==> src/rfid_ascii_hex_frame_parser_macros.svh <==
// Assertion helpers for the RFID frame parser.
// Every check is clocked on clk and held off while rst_n is low.
`ifndef RFID_ASCII_HEX_FRAME_PARSER_MACROS_SVH
`define RFID_ASCII_HEX_FRAME_PARSER_MACROS_SVH

// Condition that must hold in the same cycle
`define RAHFP_ASSERT_HOLDS(lbl, cond, msg) \
    lbl: assert property (@(posedge clk) disable iff (!rst_n) (cond)) else $error(msg);

// Trigger in one cycle, consequence in the next
`define RAHFP_ASSERT_NEXT(lbl, trig, cons, msg) \
    lbl: assert property (@(posedge clk) disable iff (!rst_n) (trig) |=> (cons)) \
        else $error(msg);

`endif

==> src/rahfp_pkg.sv <==
package rahfp_pkg;

    // Frame head byte and index of the last hex character in a frame
    localparam logic [7:0] HEAD_BYTE = 8'h02;
    localparam logic [3:0] LAST_CHAR = 4'd11;

    typedef enum logic [1:0] {
        STATUS_OK       = 2'd0,
        STATUS_BAD_SUM  = 2'd1,
        STATUS_BAD_CHAR = 2'd2
    } status_t;

    typedef struct packed {
        logic       ok;
        logic [3:0] nib;
    } hex_t;

    typedef struct packed {
        logic [31:0] tag_id;
        logic [7:0]  version_byte;
        status_t     status;
    } result_t;

    // ASCII hex digit decode: 0-9, A-F, a-f
    function automatic hex_t hex_decode(input logic [7:0] c);
        hex_t h;
        h.ok  = 1'b1;
        h.nib = 4'd0;
        if (c >= 8'h30 && c <= 8'h39)
        begin
            h.nib = c[3:0];
        end
        else if ((c >= 8'h41 && c <= 8'h46) || (c >= 8'h61 && c <= 8'h66))
        begin
            // low three bits are 1..6 for A..F and a..f
            h.nib = 4'(c[2:0]) + 4'd9;
        end
        else
        begin
            h.ok = 1'b0;
        end
        return h;
    endfunction

endpackage

==> src/rfid_ascii_hex_frame_parser.sv <==
// Channel | Direction | Handshake            | Payload
// in      | input     | in_valid / in_stall  | rx_byte[7:0]
// out     | output    | out_valid / out_stall| tag_id[31:0], version_byte[7:0], frame_status[1:0]
//
// One input item per cycle while in_stall is low; a frame result is registered into the output
// entry, or into the skid entry while the output is held. Frame state updates in the same cycle
// an item is accepted, so bytes flow back to back. A two-entry output (result register plus
// skid register) keeps input open while a result waits; in_stall rises only when both entries are full.
// rst_n is asynchronous, active low, and returns the parser to hunting for a head byte.
`include "rfid_ascii_hex_frame_parser_macros.svh"

module rfid_ascii_hex_frame_parser (
    input  logic        clk,
    input  logic        rst_n,
    input  logic        in_valid,
    output logic        in_stall,
    input  logic [7:0]  rx_byte,
    output logic        out_valid,
    input  logic        out_stall,
    output logic [31:0] tag_id,
    output logic [7:0]  version_byte,
    output logic [1:0]  frame_status
);
    import rahfp_pkg::*;

    // Frame state
    logic        in_frame_reg, in_frame_next;
    logic [3:0]  char_count_reg, char_count_next;
    logic [3:0]  high_nibble_reg, high_nibble_next;
    logic [39:0] payload_shift_reg, payload_shift_next;
    logic [7:0]  running_xor_reg, running_xor_next;

    // Output and skid entries
    logic        out_valid_reg, out_valid_next;
    result_t     out_data_reg, out_data_next;
    logic        skid_valid_reg, skid_valid_next;
    result_t     skid_data_reg, skid_data_next;

    logic        in_fire;
    logic        out_fire;
    logic        res_valid;
    result_t     res;
    hex_t        hex;
    logic [7:0]  pair;

    assign in_stall = skid_valid_reg;
    assign in_fire  = in_valid && !skid_valid_reg;
    assign out_fire = out_valid_reg && !out_stall;

    assign hex  = hex_decode(rx_byte);
    assign pair = {high_nibble_reg, hex.nib};

    // Per-byte frame update and result build
    always_comb
    begin
        in_frame_next      = in_frame_reg;
        char_count_next    = char_count_reg;
        high_nibble_next   = high_nibble_reg;
        payload_shift_next = payload_shift_reg;
        running_xor_next   = running_xor_reg;
        res_valid          = 1'b0;
        res.tag_id         = payload_shift_reg[31:0];
        res.version_byte   = payload_shift_reg[39:32];
        res.status         = (pair == running_xor_reg) ? STATUS_OK : STATUS_BAD_SUM;
        if (in_fire)
        begin
            if (rx_byte == HEAD_BYTE)
            begin
                // head restarts the frame wherever we are
                in_frame_next      = 1'b1;
                char_count_next    = 4'd0;
                high_nibble_next   = 4'd0;
                payload_shift_next = 40'd0;
                running_xor_next   = 8'd0;
            end
            else if (in_frame_reg)
            begin
                if (!hex.ok)
                begin
                    in_frame_next    = 1'b0;
                    char_count_next  = 4'd0;
                    res_valid        = 1'b1;
                    res.tag_id       = 32'd0;
                    res.version_byte = 8'd0;
                    res.status       = STATUS_BAD_CHAR;
                end
                else if (!char_count_reg[0])
                begin
                    high_nibble_next = hex.nib;
                    char_count_next  = char_count_reg + 4'd1;
                end
                else if (char_count_reg < LAST_CHAR)
                begin
                    payload_shift_next = {payload_shift_reg[31:0], pair};
                    running_xor_next   = running_xor_reg ^ pair;
                    char_count_next    = char_count_reg + 4'd1;
                end
                else
                begin
                    // checksum pair done
                    in_frame_next   = 1'b0;
                    char_count_next = 4'd0;
                    res_valid       = 1'b1;
                end
            end
        end
    end

    // Output register with skid entry
    always_comb
    begin
        out_valid_next  = out_valid_reg;
        out_data_next   = out_data_reg;
        skid_valid_next = skid_valid_reg;
        skid_data_next  = skid_data_reg;
        if (out_fire || !out_valid_reg)
        begin
            if (skid_valid_reg)
            begin
                out_valid_next  = 1'b1;
                out_data_next   = skid_data_reg;
                skid_valid_next = 1'b0;
            end
            else
            begin
                out_valid_next = res_valid;
                out_data_next  = res;
            end
        end
        else if (res_valid)
        begin
            skid_valid_next = 1'b1;
            skid_data_next  = res;
        end
    end

    always_ff @(posedge clk or negedge rst_n)
    begin
        if (!rst_n)
        begin
            in_frame_reg      <= 1'b0;
            char_count_reg    <= 4'd0;
            high_nibble_reg   <= 4'd0;
            payload_shift_reg <= 40'd0;
            running_xor_reg   <= 8'd0;
            out_valid_reg     <= 1'b0;
            skid_valid_reg    <= 1'b0;
        end
        else
        begin
            in_frame_reg      <= in_frame_next;
            char_count_reg    <= char_count_next;
            high_nibble_reg   <= high_nibble_next;
            payload_shift_reg <= payload_shift_next;
            running_xor_reg   <= running_xor_next;
            out_valid_reg     <= out_valid_next;
            skid_valid_reg    <= skid_valid_next;
        end
    end

    // Result payloads, no reset needed
    always_ff @(posedge clk)
    begin
        out_data_reg  <= out_data_next;
        skid_data_reg <= skid_data_next;
    end

    assign out_valid    = out_valid_reg;
    assign tag_id       = out_data_reg.tag_id;
    assign version_byte = out_data_reg.version_byte;
    assign frame_status = out_data_reg.status;

    // Checks
    `RAHFP_ASSERT_HOLDS(a_skid_behind_out, !skid_valid_reg || out_valid_reg, "skid full with empty output")
    `RAHFP_ASSERT_HOLDS(a_count_range, char_count_reg <= LAST_CHAR, "char count past last character")
    `RAHFP_ASSERT_HOLDS(a_count_in_frame, char_count_reg == 4'd0 || in_frame_reg, "count set while hunting")
    `RAHFP_ASSERT_NEXT(a_result_ends_frame, res_valid, !in_frame_reg, "frame still open after result")
    `RAHFP_ASSERT_NEXT(a_blocked_result_to_skid, res_valid && out_valid_reg && out_stall, skid_valid_reg, "blocked result lost")

endmodule

==> config.mk <==
export PLATFORM = sky130hd
export DESIGN_NAME = rfid_ascii_hex_frame_parser
export DESIGN_NICKNAME = d
export VERILOG_FILES = /design/src/rahfp_pkg.sv /design/src/rfid_ascii_hex_frame_parser.sv
export VERILOG_INCLUDE_DIRS = /design/src /design/src/src
export SDC_FILE = /design/constraint.sdc
export NUM_CORES = 1
export LEC_CHECK = 0
export ABC_AREA = 1
export BUFFER_PORTS_ARGS = -buffer_cell sky130_fd_sc_hd__buf_2
export CORE_UTILIZATION = 41
export DETAILED_ROUTE_END_ITERATION = 7
export SLEW_MARGIN = 10
export SYNTH_ARGS = -nofsm -noshare
export SYNTH_HDL_FRONTEND = slang
export SYNTH_SLANG_ARGS = --single-unit
==> constraint.sdc <==
create_clock -name clk -period 5.8 [get_ports clk]
set_input_delay 0.29 -clock clk [delete_from_list [all_inputs] [get_ports clk]]
set_output_delay 0.29 -clock clk [all_outputs]
set_load 0.1 [all_outputs]
==> results of run 1 <==
==> power by group through the flow <==
stage / Clock, µW / Combinational [µW] / Sequential, µW
3_5_place_dp: 0 / 380 / 1180
5_1_grt: 1080 / 403 / 1160
3_3_place_gp: 0 / 376 / 1180
2_1_floorplan: 0 / 121 / 1370
4_1_cts: 1040 / 382 / 1160
6_report: 1030 / 379 / 1160
==> cell families (layout without fill, tap and decap cells) <==
family	Yosys count	in the layout	share of synthesized area, %
flops	143	143	62.6
compound gates	61	61	6.01
buf+inv	89	159	7.60
xor+xnor	7	7	0.959
simple gates	255	255	21.9
fa+ha+maj	5	5	0.979
==> critical path, stage by stage, from the launching register on <==
cell and delay (ns):
dfrtp_1 0.39, clkinv_2 0.39, nand2_2 0.15, nor2_2 0.13, inv_2 0.08, nor3_2 0.14, inv_2 0.10, o21ai_4 0.86
o21ai_0 0.17
==> Yosys cell counts (all sizes together), types with 2 or more instances <==
cell	count	area, µm²
nand2	175	693
o22ai	38	250
o21ai	21	120
nor2	55	536
ha	5	62.6
buf	17	201
edfxtp	84	2520
xnor2	5	43.8
inv	67	264
xor2	2	17.5
a21oi	2	13.8
nand3	14	80.1
nand4	6	50.0
clkbuf	4	15.0
dfrtp	59	1480
nor3	2	20.0
==> per-layer routing <==
layer	vias to the layer above	global-route usage, %	share of wire (%)
met5	-	0	0
met4	0	6.93	2.4
met3	18	4.51	3.8
met2	82	24.3	48
met1	1879	18.6	45
li1	1955	-	-
==> area by class of cell <==
type / instances / area (µm²)
clock buffer: 23 / 458
clock inverter: 9 / 91.3
fill: 1391 / 7920
inverter: 68 / 269
multi-input combinational: 328 / 1920
sequential: 143 / 4000
tap: 188 / 235
timing repair buffer: 59 / 305
==> worst max-delay path by stage <==
stage,startpoint,endpoint,slack (ns)
after floorplan,out_valid,skid_data_reg[0],0.71
after global placement,in_stall,payload_shift_reg[4],3.33
after detailed placement,in_stall,payload_shift_reg[21],3.16
after CTS,in_stall,payload_shift_reg[33],3.14
after global routing,in_stall,payload_shift_reg[4],2.88
final,in_stall,payload_shift_reg[5],3.19
==> per-stage QoR <==
step	worst slack, ns	total power, µW	hold slack, ns	util, %	cells
5_1_grt	2.88	2650	0.0970	47.9	818
6_report	3.19	2560	0.0136	47.9	818
3_3_place_gp	3.33	1550	0.478	44.3	786
2_1_floorplan	0.711	1490	-0.00559	-	560
4_1_cts	3.14	2580	0.0485	47.9	818
3_5_place_dp	3.16	1560	0.496	44.3	786
==> impl_metrics.toml, run 1 <==
[run_status]
status = "finished, final reports clean"

[cells_and_area]
final_area_um2 = 7280
antennaDiodeCount = 0
nNetsFinal = 634
layout.cells.most_common = "nand2_1"
syn_to_final_growth_pct = 13.9
largest_reg_flops = 42
drive_gt1_share_pct = 24.4
final_cell_mix = "nand2_1 (169), edfxtp_1 (84), inv_1 (59), dfrtp_1 (59), buf_2 (55)"

[timing]
fin_skew_ns = 0.00684
period_share_pct = 44.9
period_needed_ns = 2.61
max-slew-margin-rel_pct = 26.4
timing_hold_violations_final = 0
fmaxAchievable_mhz = 384
worst_pin_slew_ns = 1.10
rsz0062_at_grt = "no"
finalSetupViolCount = 0
fin_setup_tns_ns = 0
slew_violations = 0

[critical_path]
worst_ep_required_time_ns = 6.06
r2r_end = "payload_shift_reg[5]"
cp_max_fo = 43
reg2reg_depth = 8
critPathKind = "register to register"
crit_path_end_kind = "register"
worstReg2RegStart = "in_stall"
worstSetupStartpointType = "register"
rrSetupSlack_ns = 3.19
critical_path_arrival_ns = 2.86

[detailed_routing]
vias_per_cell = 4.81
drcViolationCount = 0
wl_per_cell_um = 13.5
drtIter0Drc = 280
firstDrtPassIters = 4
drtAntennaViolNets = 0
vias = 3934
wirelength_um = 11000

[power]
p_sw_uw = 709
swShare_pct = 27.7
p_int_uw = 1850
clockPowerShare_pct = 40.0
p_leak_uw = 0.00316
power_frac_seq_pct = 45.2
pwr-share-comb_pct = 14.8
power-per-cell-area_nw_per_um2 = 352
ir_worst_vdd_mv = 0.214

[synth]
synth_area_per_cell_um2 = 11.4
synth_ff_type = "edfxtp_1"
synth_area_um2 = 6390
async_reset_ff_share_pct = 41.3
synth_cell_type_count = 38
synth_edf_count = 84
yosysWarnings = 0
synth-seq-cells = 143
ys_seq_area_share_pct = 62.6
synth_fp_nets = 577
syn_inst = 560

[grt]
gr-total-overflow = 0
grt_pass1_wl_um = 18600
grt_pass1_vias = 3932
antenna_found_initial = 0
grt_max_degree = 60
grt_usage_pct = 15.1

[floorplan]
die_h_um = 127
ios = 56
die_w_um = 127
core.rowCount = 45
core_um2 = 15200
dieArea_um2 = 16100
start_util_pct = 42.0

[placed_design]
place.port_buffers = 55
dpl-instance-area_um2 = 6730
place.gp.congestion = 0.837
hpwl_um = 7160

[cts]
cts_max_level = 4
cts_setup_buffers = 0
cts.sink_count = 143
numCtsBuffers = 17
cts_max_path_buffers = 2
clockRootBuffer = "clkbuf_16"
clk-insertion-delay-late_ns = 0.42
clkTransAtPathRegs_ns = 0.05
ctsResizeCount = 0
postCtsHoldBufs = 0
cts_tree = "built"

[worst_hold_path]
min_path_type = "input port to asynchronous set/reset pin"

[flow_run]
cap_violations = 0
Note: power is estimated with default switching activity, not from simulation.
==> run 2, diff against run 1 <==
==> constraint.sdc (replaced) <==
create_clock -name clk -period 2.4 [get_ports clk]
set_input_delay 0.12 -clock clk [delete_from_list [all_inputs] [get_ports clk]]
set_output_delay 0.12 -clock clk [all_outputs]
set_load 0.1 [all_outputs]
==> impl_metrics.toml, run 2 (synthesis gave the netlist of run 1 again) <==
[detailed_routing]
drcViolationCount = 0
firstDrtPassIters = 4
drtIter0Drc = 288
vias_per_cell = 4.81
wl_per_cell_um = 14.0
wirelength_um = 11500
vias = 3969
drtAntennaViolNets = 0

[critical_path]
crit_path_end_kind = "register"
critical_path_arrival_ns = 2.07
r2r_end = "skid_data_reg[6]"
rrSetupSlack_ns = 0.43
cp_max_fo = 36
worstReg2RegStart = "char_count_reg[0]"
worst_ep_required_time_ns = 2.50
critPathKind = "register to register"
reg2reg_depth = 6
worstSetupStartpointType = "register"

[grt]
antenna_found_initial = 0
grt_max_degree = 45
grt_pass1_wl_um = 19300
grt_pass1_vias = 4047
gr-total-overflow = 0
grt_usage_pct = 15.5

[cts]
cts_max_path_buffers = 2
numCtsBuffers = 17
clk-insertion-delay-late_ns = 0.41
cts.sink_count = 143
clkTransAtPathRegs_ns = 0.06
cts_tree = "built"
cts_max_level = 4
cts_setup_buffers = 0
clockRootBuffer = "clkbuf_16"

[timing]
worst_pin_slew_ns = 0.564
setup_slack_ns = 0.430
rsz0062_at_grt = "no"
whs_ns = 0.0688
period_needed_ns = 1.97
max-slew-margin-rel_pct = 62.4
slew_violations = 0
fin_skew_ns = 0.00426
finalSetupViolCount = 0
fmaxAchievable_mhz = 508
period_share_pct = 82.1
timing_hold_violations_final = 0

[floorplan]
start_util_pct = 42.0
die_w_um = 127
die_h_um = 127
ios = 56
core_um2 = 15200
core.rowCount = 45
dieArea_um2 = 16100

[run_status]
status = "finished, final reports clean"

[placed_design]
hpwl_um = 7740
pre_cts_ws_ns = 0.339
place.port_buffers = 55
place.gp.congestion = 0.793

[worst_hold_path]
min_path_type = "input port to asynchronous set/reset pin"

[cells_and_area]
syn_to_final_growth_pct = 15.7
nNetsFinal = 642
layout.cells.most_common = "nand2_1"
fin_util_pct = 48.6
final_cell_mix = "nand2_1 (169), edfxtp_1 (84), inv_1 (59), dfrtp_1 (57), buf_2 (55)"
drive_gt1_share_pct = 25.9
largest_reg_flops = 42
fillers = 1356
antennaDiodeCount = 0

[power]
power-per-cell-area_nw_per_um2 = 821
ir_worst_vdd_mv = 0.500
finalPower_uw = 6070
p_leak_uw = 0.00321

[flow_run]
cap_violations = 0
## run 2: changes by cell type in the layout (fill, tap and decap cells not counted)
cell / delta
nand2_4: +2
nand2_2: -2
bufinv_16: -1
clkinv_2: +2
buf_4: +3
clkinv_1: -2
clkinv_4: +1
buf_12: +4
dfrtp_1: -2
dlygate4sd3_1: +1
dfrtp_4: +2
## run 2: worst max path at each step
stage                                 start           endpoint  slack [ns]  cells past startpoint
after floorplan                    in_stall   skid_data_reg[0]       -0.57                      6
after global placement           rx_byte[0]   skid_data_reg[7]        0.42                     11
after detailed placement         rx_byte[1]   skid_data_reg[6]        0.34                     10
after CTS                 char_count_reg[0]  skid_data_reg[30]        0.40                      6
after global routing      char_count_reg[0]   skid_data_reg[6]        0.29                      6
final                     char_count_reg[0]   skid_data_reg[6]        0.43                      6
## run 2: layer usage
| layer | up-vias | part of all wire (%) | routed length (µm) | global-route usage, % |
|---|---|---|---|---|
| met3 | 16 | 2.8 | 319 | 3.80 |
| met2 | 69 | 51 | 5910 | 27.1 |
| li1 | 1970 | - | - | - |
| met5 | - | 0 | 0 | 0 |
| met4 | 0 | 1.4 | 161 | 5.53 |
| met1 | 1914 | 45 | 5160 | 18.4 |
## run 2: through the flow
step / cell area, µm² / TNS, ns / std cells
final: 7390 / 0 / 826
after global routing: 7390 / 0 / 826
after CTS: 7390 / 0 / 826
after detailed placement: 6860 / 0 / 793
after global placement: 6860 / 0 / 793
after floorplan: 6430 / -24.15 / 560
## run 2: critical path, stage by stage, from the launching register on
cell and delay [ns]:
dfrtp_1 0.42, ha_1 0.22, nor2_1 0.06, nor2_1 0.22
a21oi_2 0.16, nor4_4 0.29, buf_12 0.28
## run 2: power breakdown
part	total, µW	internal (µW)	switching (µW)
Sequential	2800	2760	38.5
Combinational	920	186	734
Clock	2350	1430	920
Total	6070	4380	1690
## run 2: what timing repair did
action / in CTS / in global routing
hold buffers: 1 / 0
setup endpoints to repair: 0 / 0
hold endpoints to repair: 59 / 0
gates resized for setup: 0 / 0
## run 2: layout make-up
type	instances	area [µm²]	share of cell area, %
Sequential cell	143	4010	54.2
Timing Repair Buffer	67	418	5.65
Inverter	68	273	3.69
Multi-Input combinational cell	328	1930	26.2
Clock buffer	23	458	6.19
Clock inverter	9	68.8	0.931
Tap cell	188	235	3.18
==> run 3, diff against run 2 <==
--- a/config.mk
+++ b/config.mk
@@ -6,7 +6,7 @@
 export SDC_FILE = /design/constraint.sdc
 export NUM_CORES = 1
 export LEC_CHECK = 0
-export ABC_AREA = 1
+export ABC_AREA = 0
 export BUFFER_PORTS_ARGS = -buffer_cell sky130_fd_sc_hd__buf_2
 export CORE_UTILIZATION = 41
 export DETAILED_ROUTE_END_ITERATION = 7
==> constraint.sdc (replaced) <==
create_clock -name clk -period 1.9 [get_ports clk]
set_input_delay 0.095 -clock clk [delete_from_list [all_inputs] [get_ports clk]]
set_output_delay 0.095 -clock clk [all_outputs]
set_load 0.1 [all_outputs]
==> impl_metrics.toml, run 3 <==
[grt]
grt_pass1_vias = 3570
grt_pass1_wl_um = 18700
grt_max_degree = 48
antenna_found_initial = 0
gr-total-overflow = 0
grt_usage_pct = 16.8

[cts]
cts.sink_count = 143
clk-insertion-delay-late_ns = 0.41
cts_tree = "built"
clockRootBuffer = "clkbuf_16"
numCtsBuffers = 17
clkTransAtPathRegs_ns = 0.06
cts_max_level = 4
cts_max_path_buffers = 2

[timing]
period_share_pct = 97.0
finalSetupViolCount = 0
whs_ns = 0.0190
max-slew-margin-rel_pct = 61.5
fin_skew_ns = 0.00758
rsz0062_at_grt = "yes"
period_needed_ns = 1.84
fmaxAchievable_mhz = 542
slew_violations = 0
worst_pin_slew_ns = 0.578
timing_hold_violations_final = 0
fin_setup_tns_ns = 0

[detailed_routing]
vias = 3705
vias_per_cell = 5.23
wirelength_um = 12200
firstDrtPassIters = 4
drtIter0Drc = 241
drcViolationCount = 0
drtAntennaViolNets = 0
wl_per_cell_um = 17.2

[cells_and_area]
antennaDiodeCount = 0
final_cells = 709
layout.cells.most_common = "edfxtp_1"
largest_reg_flops = 42
seq_area_um2 = 4000
syn_to_final_growth_pct = 27.8
fillers = 1173
multi_input_area_um2 = 1860
final_cell_mix = "edfxtp_1 (84), dfrtp_1 (57), buf_2 (52), and2_1 (41)"
drive_gt1_share_pct = 36.3
nNetsFinal = 533

[synth]
synth_most_common_cell = "edfxtp_1"
synth_ff_type = "edfxtp_1"
synth_edf_count = 84
async_reset_ff_share_pct = 41.3
yosysTopAreaCell = "edfxtp_1"
syn_inst = 412
synth_top_family_by_area = "compound AO/OA/AOI/OAI gates"
synthAdderAreaFrac_pct = 1.06
synth_xor_area_share_pct = 1.04
synth_cell_type_count = 44
synth_compound_area_share_pct = 10.6
netlist.area_leader.share_pct = 42.6
synthMuxAreaShare_pct = 7.78
ys_seq_area_share_pct = 67.6
synth_area_um2 = 5920
synthTopCellsByCount = "edfxtp_1 (84), dfrtp_1 (59), and2_1 (41)"
synth_area_leaders = "edfxtp_1 (43%), dfrtp_1 (25%), mux2_2 (7.6%), a22o_1 (5.9%), and2_1 (4.3%)"
synth_area_per_cell_um2 = 14.4
synth_fp_nets = 429
yosysWarnings = 0
synth-simple-area-share_pct = 9.92
synth-seq-cells = 143

[floorplan]
core_um2 = 14000
die_w_um = 122
ios = 56
start_util_pct = 42.3
core.rowCount = 43
die_h_um = 122
dieArea_um2 = 14900

[critical_path]
cp_max_fo = 10
worst_ep_required_time_ns = 2.02
critical_path_arrival_ns = 1.97
reg2reg_depth = 6
crit_start = "in_stall"
crit_path_end_kind = "register"
rrSetupSlack_ns = 0.06
worstSetupEndpoint = "skid_data_reg[16]"
worstReg2RegStart = "in_stall"
worstSetupStartpointType = "register"
critPathKind = "register to register"
r2r_end = "skid_data_reg[16]"

[flow_run]
cap_violations = 0

[run_status]
status = "finished, final reports clean"

[placed_design]
dpl.cell_count = 667
place.gp.congestion = 0.820
place.port_buffers = 55
hpwl_um = 7460

[power]
finalPower_uw = 6930
p_leak_uw = 0.00338
ir_worst_vdd_mv = 0.577
power-per-cell-area_nw_per_um2 = 917

[worst_hold_path]
hold_start = "in_valid"
min_path_type = "input port to register"
hold_depth = 3
run 3: cell types whose count changed after synthesis, moves of 6 or more:
| cell | change |
|---|---|
| a21oi_1 | +8 |
| a22o_1 | +40 |
| and2_1 | +40 |
| buf_2 | +6 |
| buf_6 | -8 |
| inv_1 | -55 |
| mux2_2 | +40 |
| nand2_1 | -140 |
| nand3_1 | -8 |
| nor2_4 | -41 |
| o21ai_0 | -7 |
| o21ai_1 | +8 |
| o22ai_1 | -35 |
run 3: what timing repair did:
action	4_1_cts	5_1_grt
hold buffers	1	0
buffers inserted	0	3
setup endpoints to repair	4	117
cloned	0	6
gates resized for setup	1	11
endpoints found under the hold margin	23	0
pin swaps	0	9
run 3: logic make-up (layout without fill, tap and decap cells):
kind of cell,Yosys count,in the layout
flops,143,143
simple gates,109,109
compound gates,82,82
mux,41,41
buf+inv,25,142
xor+xnor,7,7
fa+ha+maj,5,5
run 3: worst min path at each step:
stage	slack [ns]	end
after floorplan	-0.20	char_count_reg[0]
after global placement	0.13	char_count_reg[3]
after detailed placement	0.13	char_count_reg[3]
after CTS	0.007	out_valid
after global routing	0.02	out_valid
final	0.02	out_valid
run 3: power breakdown:
group          internal, µW  switching (µW)  total, µW
Combinational          74.4             125        199
Clock                  2190            1260       3450
Sequential             3270            4.97       3280
Total                  5540            1390       6930
run 3: area by class of cell:
cell class | count | share of cell area [%]
Clock buffer | 17 | 5.63
Clock inverter | 15 | 2.55
Inverter | 4 | 0.199
Multi-Input combinational cell | 244 | 24.5
Sequential cell | 143 | 52.9
Tap cell | 180 | 2.98
Timing Repair Buffer | 106 | 11.2
run 3: per-layer routing:
metal  vias up  share of wire [%]  GRT usage [%]
met3        13                3.6           3.65
li1       1745                  -              -
met5         -                  0              0
met4         0                1.4           7.55
met2        90                 52           27.7
met1      1857                 43           21.2
run 3: stage by stage:
stage / setup WS [ns] / utilization (%) / cell area (µm²)
2_1_floorplan: -0.836 / - / 5980
3_3_place_gp: -0.293 / 48.1 / 6730
3_5_place_dp: -0.359 / 48.1 / 6730
4_1_cts: 0.0350 / 52.6 / 7360
5_1_grt: -0.0262 / 54.1 / 7560
6_report: 0.0566 / 54.1 / 7560
run 3: worst max-delay path, stage by stage (launching register included):
cell	delay, ns
dfrtp_4	0.48
nor2b_2	0.17
buf_4	0.18
nand3_4	0.10
nor3b_4	0.30
buf_12	0.16
buf_8	0.16
